--- src/design/bdc_pkg.sv ---
// Package for the braille dot canvas: sizes, mode and register codes, payload types,
// the queue command type and the dot-order and clamp helpers.
// No dependencies.
package bdc_pkg;

  localparam int MAX_COLS   = 16;
  localparam int MAX_ROWS   = 16;
  localparam int CELLS      = MAX_COLS * MAX_ROWS;
  localparam int ADDR_W     = (CELLS > 1) ? $clog2(CELLS) : 1;
  localparam int COL_W      = (MAX_COLS > 1) ? $clog2(MAX_COLS) : 1;
  localparam int ROW_W      = (MAX_ROWS > 1) ? $clog2(MAX_ROWS) : 1;
  localparam int CFG_W      = 5;
  localparam int CFG_IDX_W  = 1;
  localparam int FIFO_DEPTH = 2;
  localparam int FPTR_W     = (FIFO_DEPTH > 1) ? $clog2(FIFO_DEPTH) : 1;
  localparam int FCNT_W     = $clog2(FIFO_DEPTH + 1);

  localparam logic [2:0] MODE_SET    = 3'd0;
  localparam logic [2:0] MODE_CLR    = 3'd1;
  localparam logic [2:0] MODE_CLRALL = 3'd2;
  localparam logic [2:0] MODE_FILL   = 3'd3;
  localparam logic [2:0] MODE_RENDER = 3'd4;

  localparam logic [CFG_IDX_W-1:0] CFG_COLS = 1'b0;
  localparam logic [CFG_IDX_W-1:0] CFG_ROWS = 1'b1;

  localparam logic [15:0] CODE_BASE = 16'h2800;
  localparam logic [7:0]  UTF8_LEAD = 8'hE0;
  localparam logic [7:0]  UTF8_CONT = 8'h80;
  localparam logic [5:0]  CONT_MASK = 6'h3F;
  localparam logic [7:0]  NEWLINE   = 8'h0A;
  localparam logic [7:0]  ALL_DOTS  = 8'hFF;

  localparam logic [7:0] DOT_WEIGHT [8] = '{8'h01, 8'h02, 8'h04, 8'h40,
                                            8'h08, 8'h10, 8'h20, 8'h80};

  typedef struct packed {
    logic [2:0] mode;
    logic [4:0] x;
    logic [5:0] y;
    logic [3:0] row;
  } bdc_in_t;

  typedef struct packed {
    logic [7:0] out_byte;
    logic       byte_valid;
    logic       last;
    logic       status;
  } bdc_out_t;

  typedef enum logic [1:0] {
    K_PIXEL,
    K_FILL,
    K_RENDER,
    K_REJECT
  } bdc_kind_t;

  typedef struct packed {
    bdc_kind_t         kind;
    logic              val;
    logic [ADDR_W-1:0] addr;
    logic [2:0]        bit_idx;
    logic [ROW_W-1:0]  row;
  } bdc_cmd_t;

  function automatic logic [7:0] to_dots(input logic [7:0] mask);
    logic [7:0] d;
    d = '0;
    for (int j = 0; j < 8; j++) begin
      if (mask[j]) d = d | DOT_WEIGHT[j];
    end
    return d;
  endfunction

  function automatic logic [CFG_W-1:0] clamp_cfg(input logic [CFG_W-1:0] v, input int top);
    logic [CFG_W-1:0] r;
    if (v == '0) r = CFG_W'(1);
    else if (int'(v) > top) r = CFG_W'(top);
    else r = v;
    return r;
  endfunction

endpackage

--- src/design/bdc_front.sv ---
// Front end: accepts input beats, range-checks them and turns them into queue commands.
// Depends on bdc_pkg.
module bdc_front (
  input  logic                    in_valid,
  output logic                    in_ready,
  input  bdc_pkg::bdc_in_t        in_data,
  input  logic [bdc_pkg::CFG_W-1:0] cols_i,
  input  logic [bdc_pkg::CFG_W-1:0] rows_i,
  input  logic                    q_full,
  input  logic                    clearing,
  output logic                    q_push,
  output bdc_pkg::bdc_cmd_t       q_cmd
);
  import bdc_pkg::*;

  logic [5:0] x_lim;
  logic [6:0] y_lim;
  logic       px_ok;
  logic       row_ok;

  assign in_ready = !q_full && !clearing;
  assign q_push   = in_valid && in_ready;

  assign x_lim  = {cols_i, 1'b0};
  assign y_lim  = {rows_i, 2'b00};
  assign px_ok  = ({1'b0, in_data.x} < x_lim) && ({1'b0, in_data.y} < y_lim);
  assign row_ok = {1'b0, in_data.row} < rows_i;

  always_comb begin
    q_cmd.kind    = K_REJECT;
    q_cmd.val     = 1'b0;
    q_cmd.addr    = ADDR_W'(32'(in_data.y[5:2]) * MAX_COLS + 32'(in_data.x[4:1]));
    q_cmd.bit_idx = {in_data.x[0], in_data.y[1:0]};
    q_cmd.row     = ROW_W'(in_data.row);
    unique case (in_data.mode) inside
      MODE_SET, MODE_CLR: begin
        q_cmd.kind = px_ok ? K_PIXEL : K_REJECT;
        q_cmd.val  = (in_data.mode == MODE_SET);
      end
      MODE_CLRALL, MODE_FILL: begin
        q_cmd.kind = K_FILL;
        q_cmd.val  = (in_data.mode == MODE_FILL);
      end
      MODE_RENDER: begin
        q_cmd.kind = row_ok ? K_RENDER : K_REJECT;
      end
      default: begin
        q_cmd.kind = K_REJECT;
      end
    endcase
  end

endmodule

--- src/design/bdc_fifo.sv ---
// Short command queue between the front end and the back end.
// Depends on bdc_pkg.
module bdc_fifo (
  input  logic              clk,
  input  logic              rst_n,
  input  logic              push,
  input  bdc_pkg::bdc_cmd_t push_cmd,
  output logic              full,
  input  logic              pop,
  output bdc_pkg::bdc_cmd_t head,
  output logic              empty
);
  import bdc_pkg::*;

  bdc_cmd_t            slot_r [FIFO_DEPTH];
  logic [FPTR_W-1:0]   wr_ptr_r;
  logic [FPTR_W-1:0]   rd_ptr_r;
  logic [FCNT_W-1:0]   cnt_r;
  logic [FCNT_W-1:0]   cnt_nxt;

  assign full  = (cnt_r == FCNT_W'(FIFO_DEPTH));
  assign empty = (cnt_r == '0);
  assign head  = slot_r[rd_ptr_r];

  always_comb begin
    cnt_nxt = cnt_r;
    if (push && !pop) cnt_nxt = cnt_r + FCNT_W'(1);
    else if (!push && pop) cnt_nxt = cnt_r - FCNT_W'(1);
  end

  always_ff @(posedge clk) begin
    if (!rst_n) begin
      wr_ptr_r <= '0;
      rd_ptr_r <= '0;
      cnt_r    <= '0;
    end else begin
      cnt_r <= cnt_nxt;
      if (push) begin
        wr_ptr_r <= (int'(wr_ptr_r) == FIFO_DEPTH - 1) ? '0 : wr_ptr_r + FPTR_W'(1);
      end
      if (pop) begin
        rd_ptr_r <= (int'(rd_ptr_r) == FIFO_DEPTH - 1) ? '0 : rd_ptr_r + FPTR_W'(1);
      end
    end
  end

  always_ff @(posedge clk) begin
    if (push) slot_r[wr_ptr_r] <= push_cmd;
  end

endmodule

--- src/design/bdc_back.sv ---
// Back end: cell memory, post-reset clearing sweep, pixel read-modify-write, fill sweep,
// row rendering to UTF-8 and the result register. Depends on bdc_pkg.
module bdc_back (
  input  logic                      clk,
  input  logic                      rst_n,
  input  logic [bdc_pkg::CFG_W-1:0] cols_i,
  input  logic [bdc_pkg::CFG_W-1:0] rows_i,
  input  bdc_pkg::bdc_cmd_t         q_head,
  input  logic                      q_empty,
  output logic                      q_pop,
  output logic                      clearing,
  output logic                      out_valid,
  input  logic                      out_ready,
  output bdc_pkg::bdc_out_t         out_data
);
  import bdc_pkg::*;

  typedef enum logic [3:0] {
    S_CLEAR, S_IDLE, S_PX_WR, S_FILL, S_DONE,
    S_RN_RD, S_RN_B0, S_RN_B1, S_RN_B2, S_RN_NL
  } state_t;

  state_t            state_r;
  bdc_cmd_t          cmd_r;
  logic [ADDR_W-1:0] sweep_r;
  logic [COL_W-1:0]  c_r;
  logic [ROW_W-1:0]  r_r;
  logic              status_r;
  logic              out_valid_r;
  bdc_out_t          out_data_r;

  logic [7:0]        mem [CELLS];
  logic [7:0]        mem_q;
  logic              mem_we;
  logic [ADDR_W-1:0] mem_waddr;
  logic [7:0]        mem_wdata;
  logic              mem_re;
  logic [ADDR_W-1:0] mem_raddr;

  logic [ADDR_W-1:0] cell_addr;
  logic [7:0]        bit_mask;
  logic [15:0]       code;
  logic              last_col;
  logic              last_row;
  logic              can_emit;
  logic              emit;

  assign clearing  = (state_r == S_CLEAR);
  assign out_valid = out_valid_r;
  assign out_data  = out_data_r;
  assign can_emit  = !out_valid_r || out_ready;

  assign cell_addr = ADDR_W'(32'(r_r) * MAX_COLS + 32'(c_r));
  assign bit_mask  = 8'(1) << cmd_r.bit_idx;
  assign code      = CODE_BASE + {8'h00, to_dots(mem_q)};
  assign last_col  = (CFG_W'(c_r) + CFG_W'(1)) == cols_i;
  assign last_row  = (CFG_W'(r_r) + CFG_W'(1)) == rows_i;

  always_comb begin
    mem_we    = 1'b0;
    mem_waddr = '0;
    mem_wdata = '0;
    mem_re    = 1'b0;
    mem_raddr = '0;
    q_pop     = 1'b0;
    emit      = 1'b0;
    unique case (state_r) inside
      S_CLEAR: begin
        mem_we    = 1'b1;
        mem_waddr = sweep_r;
      end
      S_IDLE: begin
        q_pop = !q_empty;
        if (!q_empty && q_head.kind == K_PIXEL) begin
          mem_re    = 1'b1;
          mem_raddr = q_head.addr;
        end
      end
      S_PX_WR: begin
        mem_we    = 1'b1;
        mem_waddr = cmd_r.addr;
        mem_wdata = (mem_q & ~bit_mask) | (cmd_r.val ? bit_mask : 8'h00);
      end
      S_FILL: begin
        mem_we    = 1'b1;
        mem_waddr = cell_addr;
        mem_wdata = cmd_r.val ? ALL_DOTS : 8'h00;
      end
      S_RN_RD: begin
        mem_re    = 1'b1;
        mem_raddr = cell_addr;
      end
      S_DONE, S_RN_B0, S_RN_B1, S_RN_B2, S_RN_NL: begin
        emit = can_emit;
      end
      default: begin
      end
    endcase
  end

  always_ff @(posedge clk) begin
    if (mem_we) mem[mem_waddr] <= mem_wdata;
    if (mem_re) mem_q <= mem[mem_raddr];
  end

  always_ff @(posedge clk) begin
    if (!rst_n) begin
      state_r     <= S_CLEAR;
      sweep_r     <= '0;
      out_valid_r <= 1'b0;
    end else begin
      if (emit) out_valid_r <= 1'b1;
      else if (out_ready) out_valid_r <= 1'b0;
      unique case (state_r)
        S_CLEAR: begin
          sweep_r <= sweep_r + ADDR_W'(1);
          if (sweep_r == ADDR_W'(CELLS - 1)) state_r <= S_IDLE;
        end
        S_IDLE: begin
          if (!q_empty) begin
            cmd_r    <= q_head;
            c_r      <= '0;
            r_r      <= (q_head.kind == K_RENDER) ? q_head.row : '0;
            status_r <= (q_head.kind == K_REJECT);
            unique case (q_head.kind)
              K_PIXEL:  state_r <= S_PX_WR;
              K_FILL:   state_r <= S_FILL;
              K_RENDER: state_r <= S_RN_RD;
              default:  state_r <= S_DONE;
            endcase
          end
        end
        S_PX_WR: state_r <= S_DONE;
        S_FILL: begin
          if (last_col) begin
            c_r <= '0;
            if (last_row) state_r <= S_DONE;
            else r_r <= r_r + ROW_W'(1);
          end else begin
            c_r <= c_r + COL_W'(1);
          end
        end
        S_DONE: begin
          if (can_emit) begin
            out_data_r  <= '{out_byte: 8'h00, byte_valid: 1'b0, last: 1'b1, status: status_r};
            state_r     <= S_IDLE;
          end
        end
        S_RN_RD: state_r <= S_RN_B0;
        S_RN_B0: begin
          if (can_emit) begin
            out_data_r  <= '{out_byte: UTF8_LEAD | {4'h0, code[15:12]},
                             byte_valid: 1'b1, last: 1'b0, status: 1'b0};
            state_r     <= S_RN_B1;
          end
        end
        S_RN_B1: begin
          if (can_emit) begin
            out_data_r  <= '{out_byte: UTF8_CONT | {2'b00, code[11:6] & CONT_MASK},
                             byte_valid: 1'b1, last: 1'b0, status: 1'b0};
            state_r     <= S_RN_B2;
          end
        end
        S_RN_B2: begin
          if (can_emit) begin
            out_data_r  <= '{out_byte: UTF8_CONT | {2'b00, code[5:0] & CONT_MASK},
                             byte_valid: 1'b1, last: 1'b0, status: 1'b0};
            if (last_col) begin
              state_r <= S_RN_NL;
            end else begin
              c_r     <= c_r + COL_W'(1);
              state_r <= S_RN_RD;
            end
          end
        end
        S_RN_NL: begin
          if (can_emit) begin
            out_data_r  <= '{out_byte: NEWLINE, byte_valid: 1'b1, last: 1'b1, status: 1'b0};
            state_r     <= S_IDLE;
          end
        end
        default: state_r <= S_IDLE;
      endcase
    end
  end

endmodule

--- src/design/braille_dot_canvas.sv ---
// Braille dot canvas top level: configuration registers, front end, command queue, back end.
// Pixel ops read the cell and then write it back; clear/fill all writes every cell of the
// active area in turn. Render reads each cell of the row and emits its three UTF-8 bytes,
// then a newline, paced by the single cell memory read port and the one-beat result register.
// Reset (synchronous, rst_n low): registers to 16, then a memory clearing sweep
// with in_ready low. Depends on bdc_pkg, bdc_front, bdc_fifo, bdc_back.
module braille_dot_canvas (
  input  logic                          clk,
  input  logic                          rst_n,
  input  logic                          in_valid,
  output logic                          in_ready,
  input  bdc_pkg::bdc_in_t              in_data,
  output logic                          out_valid,
  input  logic                          out_ready,
  output bdc_pkg::bdc_out_t             out_data,
  input  logic                          cfg_we,
  input  logic [bdc_pkg::CFG_IDX_W-1:0] cfg_index,
  input  logic [bdc_pkg::CFG_W-1:0]     cfg_wdata
);
  import bdc_pkg::*;

  logic [CFG_W-1:0] cols_r;
  logic [CFG_W-1:0] rows_r;
  logic             q_push;
  bdc_cmd_t         q_cmd;
  logic             q_full;
  logic             q_pop;
  bdc_cmd_t         q_head;
  logic             q_empty;
  logic             clearing;

  always_ff @(posedge clk) begin
    if (!rst_n) begin
      cols_r <= clamp_cfg(CFG_W'(16), MAX_COLS);
      rows_r <= clamp_cfg(CFG_W'(16), MAX_ROWS);
    end else if (cfg_we) begin
      unique case (cfg_index)
        CFG_COLS: cols_r <= clamp_cfg(cfg_wdata, MAX_COLS);
        CFG_ROWS: rows_r <= clamp_cfg(cfg_wdata, MAX_ROWS);
        default: begin
        end
      endcase
    end
  end

  bdc_front u_front (
    .in_valid (in_valid),
    .in_ready (in_ready),
    .in_data  (in_data),
    .cols_i   (cols_r),
    .rows_i   (rows_r),
    .q_full   (q_full),
    .clearing (clearing),
    .q_push   (q_push),
    .q_cmd    (q_cmd)
  );

  bdc_fifo u_fifo (
    .clk      (clk),
    .rst_n    (rst_n),
    .push     (q_push),
    .push_cmd (q_cmd),
    .full     (q_full),
    .pop      (q_pop),
    .head     (q_head),
    .empty    (q_empty)
  );

  bdc_back u_back (
    .clk       (clk),
    .rst_n     (rst_n),
    .cols_i    (cols_r),
    .rows_i    (rows_r),
    .q_head    (q_head),
    .q_empty   (q_empty),
    .q_pop     (q_pop),
    .clearing  (clearing),
    .out_valid (out_valid),
    .out_ready (out_ready),
    .out_data  (out_data)
  );

endmodule

--- config.mk ---
export PLATFORM = sky130hd
export DESIGN_NAME = braille_dot_canvas
export DESIGN_NICKNAME = d
export VERILOG_FILES = /design/src/design/bdc_pkg.sv /design/src/design/bdc_front.sv /design/src/design/bdc_fifo.sv /design/src/design/bdc_back.sv /design/src/design/braille_dot_canvas.sv
export SDC_FILE = /design/constraint.sdc
export NUM_CORES = 2
export LEC_CHECK = 0
export ABC_AREA = 1
export ABC_CLOCK_PERIOD_IN_PS = 26400
export BUFFER_PORTS_ARGS = -buffer_cell sky130_fd_sc_hd__buf_2
export CORE_MARGIN = 2
export CORE_UTILIZATION = 52
export CTS_CLUSTER_DIAMETER = 40
export CTS_CLUSTER_SIZE = 28
export DETAILED_ROUTE_END_ITERATION = 16
export HOLD_SLACK_MARGIN = 0.06
export PLACE_DENSITY_LB_ADDON = 0.12
export SETUP_SLACK_MARGIN = 0.5
export SLEW_MARGIN = 40
export SYNTH_ARGS = -nofsm -noshare
export SYNTH_HDL_FRONTEND = slang
export SYNTH_SLANG_ARGS = --single-unit
--- constraint.sdc ---
create_clock -name clk -period 26.4 [get_ports clk]
set_input_delay 1.32 -clock clk [delete_from_list [all_inputs] [get_ports clk]]
set_output_delay 1.32 -clock clk [all_outputs]
set_load 0.03 [all_outputs]
==> out/qor.txt <==
Outcome = finished, final reports clean
Crit start category = register
Sw Ratio = 0.289
Num CTS Buffers = 323
Slew Limit Fails = 0
Register area share after synthesis = 0.684
Setup tns final = 0 ns
Synth Area in Compound Gates = 0.0153
Clock Sinks = 2152
Post-layout util = 0.594
Slowest CP cell = buf_4
Crit path required time = 27.06 ns
Rows = 156
Syn-to-layout area delta = 13.8%
Simple-Gate Fraction of Synth Area = 0.236
Share of layout cells above drive strength 1 = 0.0909
Arr. time, crit path = 7.81 ns
Syn avg cell area = 11.0 sq um
Commonest cells after routing, fill and taps aside = edfxtp_1 (2124), nand3_1 (1999), nand2_1 (1916), inv_1 (796), nand3b_1 (464)
RR Endpoint = u_back.mem_q[6]$_DFFE_PP_
Worst IR Drop VDD = 0.0746 mV
Mapped Nets = 8607
HP Class = register to register
Worst-Skew Late Latency = 0.94 ns
Post-CTS Setup Inserts = 0
Largest family of logic cells by synthesized area = simple AND/OR/NAND/NOR gates
Ratio of final minimum period to clock period = 0.271
H-tree Lvls = 5
Relative slew slack = 0.379
Synthesized area = 0.0941 sq mm
Skew final = 0.0469 ns
Die Footprint = 0.184 sq mm
P per Cell Area = 91.8 mW/mm^2
FF+latch count, synth = 2152
Largest net degree at the start of global routing = 173
Filler cells = 14556
Final setup violation count = 0
Core Box Area = 0.180 sq mm
Pre-CTS WS = 19.34 ns
Ordered cell list for the critical path = inv_1, or2_2, o21ai_0, ha_1, inv_1, nor2_1, nand3_4, buf_4, buf_4, buf_4, buf_4, nand3b_1, nand3_1, nand3_1, nand3_1, nand3_1, nand3_1, nand3_1, nand3_1, nand2_1
Adder-cell share of the synthesized area = 0.00213
Post-Synth XOR/XNOR Area = 0.000838
Clock power frac = 0.433
CP max FO = 69
Flop-to-flop setup slack = 19.25 ns
Seq pwr share = 0.411
Drt via density = 5.88
Power share of the combinational group = 0.156
Switch Pwr = 2840 uW
Netlist cell types = 40
Antenna violations before repair = 5
Post-CTS Hold Buffers = 0
CP Capture Type = register
MaxCap Viol Count = 0
Via count = 65099
Vias in the first global route = 62475
Commonest non-fill, non-tap cell in the layout = edfxtp_1
First-pass GRT wire length = 405000 um
TritonRoute pass-1 iters = 6
Die width = 429 um
End of the critical path = u_back.mem_q[6]$_DFFE_PP_
YS warnings = 0
Most used flip-flop cell after synthesis = edfxtp_1
Post-synth EDFFs = 2124
Critical Path Max Stage Delay = 0.76 ns
FF-to-FF path depth = 20
Clock root cell = clkbuf_16
WL/cell = 24.6 um
Post-Route WL = 272000 um
Port bufs = 41
CTS tree = done
Synth async-reset ratio = 0
Post-route antenna net violation count = 0
Overflow after GRT = 0
Number of remaining DRC errors = 0
Largest buffer count on any clock path = 4
Worst slew pin tran = 0.931 ns
Tmin final = 7.15 ns
Critical path class = register to register
Static leakage = 0.0403 uW
Multiplexer share of the synthesized area = 0.000213
Synth Instances = 8562
Initial DRC count = 7755
Ports = 42
GRT Util Overall = 0.291
# resized after CTS = 0
Fin worst setup slack = 19.25 ns
RePlAce Congestion = 0.858
Starting density of the core = 0.522
Most frequent CP cell = nand3_1
RSZ-0062 raised after global routing = false
Die Y = 429 um
Internal power = 6990 uW
# nets final = 8505
Post-DP HPWL = 148000 um
Hold Fails Final Rpt = 0
Max Fclk = 140 MHz
Reg clk slew, reported paths = 0.06 ns
-- cell families (layout without fill, tap and decap cells) --
kind of cell | Yosys count | count (layout)
compound gates | 218 | 218
xor+xnor | 9 | 9
fa+ha+maj | 16 | 16
buf+inv | 1395 | 1534
flops | 2152 | 2152
mux | 2 | 2
other cells | 0 | 3
simple gates | 4770 | 4770
-- worst min-delay path by stage --
stage / slack [ns] / cells past startpoint / startpoint / to
3_3_place_gp: 0.42 / 1 / u_back.sweep_r[2]$_SDFFE_PN0N_ / u_back.sweep_r[2]$_SDFFE_PN0N_
6_report: 0.44 / 1 / u_back.sweep_r[2]$_SDFFE_PN0N_ / u_back.sweep_r[2]$_SDFFE_PN0N_
3_5_place_dp: 0.43 / 1 / u_back.sweep_r[2]$_SDFFE_PN0N_ / u_back.sweep_r[2]$_SDFFE_PN0N_
2_1_floorplan: 0.41 / 1 / u_back.sweep_r[2]$_SDFFE_PN0N_ / u_back.sweep_r[2]$_SDFFE_PN0N_
5_1_grt: 0.49 / 1 / u_back.sweep_r[2]$_SDFFE_PN0N_ / u_back.sweep_r[2]$_SDFFE_PN0N_
4_1_cts: 0.44 / 1 / u_back.sweep_r[2]$_SDFFE_PN0N_ / u_back.sweep_r[2]$_SDFFE_PN0N_
-- critical path: cells and delay by family, from the launching register on --
| kind | cells | cell delay [ns] |
|---|---|---|
| compound gates | 1 | 0.15 |
| simple gates | 12 | 2.33 |
| fa+ha+maj | 1 | 0.28 |
| flops | 1 | 0.51 |
| buf+inv | 6 | 3.44 |
-- final cells by class --
type,instances,area (sq um),area share
antenna,3,7.51,0.0000701
clock inverter,211,2390,0.0224
tap,2370,2970,0.0277
timing repair buffer,162,1660,0.0155
sequential,2152,64300,0.601
multi-input combinational,5015,24400,0.228
inverter,806,3040,0.0284
clock buffer,355,8320,0.0777
-- state kept, by name, indices dropped and copies added, names as in the netlist, 4 cells and up, named ones only --
name,flops
cols_r,5
rows_r,5
u_back.c_r,4
u_back.cmd_r,12
u_back.mem,2048
u_back.mem_q,8
u_back.out_data,11
u_back.r_r,4
u_back.state_r,4
u_back.sweep_r,8
u_fifo.slot_r,36
-- through the flow --
stage | total power [uW] | hold slack, ns | area [sq um] | cells
2_1_floorplan | 5070 | 0.412 | 94100 | 8562
6_report | 9830 | 0.436 | 107000 | 11074
3_5_place_dp | 5610 | 0.429 | 96100 | 10499
5_1_grt | 10100 | 0.494 | 107000 | 11071
3_3_place_gp | 5580 | 0.425 | 95700 | 10486
4_1_cts | 9840 | 0.436 | 107000 | 11065
-- synthesized netlist by cell type, types with 3 or more instances --
cell / number / area (sq um)
edfxtp_1: 2124 / 63800
nand3_1: 2000 / 10000
nand2_1: 1941 / 7290
inv_1: 799 / 3000
nand3b_1: 464 / 3480
nor2_1: 333 / 1250
buf_2: 286 / 1430
clkbuf_1: 163 / 612
o211ai_1: 117 / 878
buf_1: 88 / 330
buf_4: 49 / 368
o21ai_0: 49 / 245
a21oi_1: 30 / 150
dfxtp_1: 28 / 561
ha_1: 16 / 200
nor3_1: 11 / 55.1
inv_2: 7 / 26.3
nand4_1: 6 / 37.5
a22oi_1: 5 / 37.5
xor2_1: 5 / 43.8
nor4_1: 4 / 25.0
o21a_1: 4 / 30.0
xnor2_1: 4 / 35.0
buf_6: 3 / 33.8
nand2_2: 3 / 18.8
nor2_4: 3 / 33.8
-- power groups by stage --
stage	clock [uW]	sequential, uW	combinational (uW)
4_1_cts	4290	4040	1500
3_5_place_dp	0	4110	1500
2_1_floorplan	0	4250	819
5_1_grt	4430	4050	1620
3_3_place_gp	0	4120	1470
6_report	4250	4040	1530
-- routing by layer --
layer | part of all wire | routed length, um | GRT usage | vias up
met4 | 0.045 | 12300 | 0.123 | 6
met1 | 0.41 | 112000 | 0.413 | 31893
met5 | 0.00089 | 242 | 0.00885 | -
li1 | - | - | - | 29537
met2 | 0.45 | 123000 | 0.444 | 3088
met3 | 0.090 | 24400 | 0.0521 | 575
Note: power is estimated with default switching activity, not from simulation.
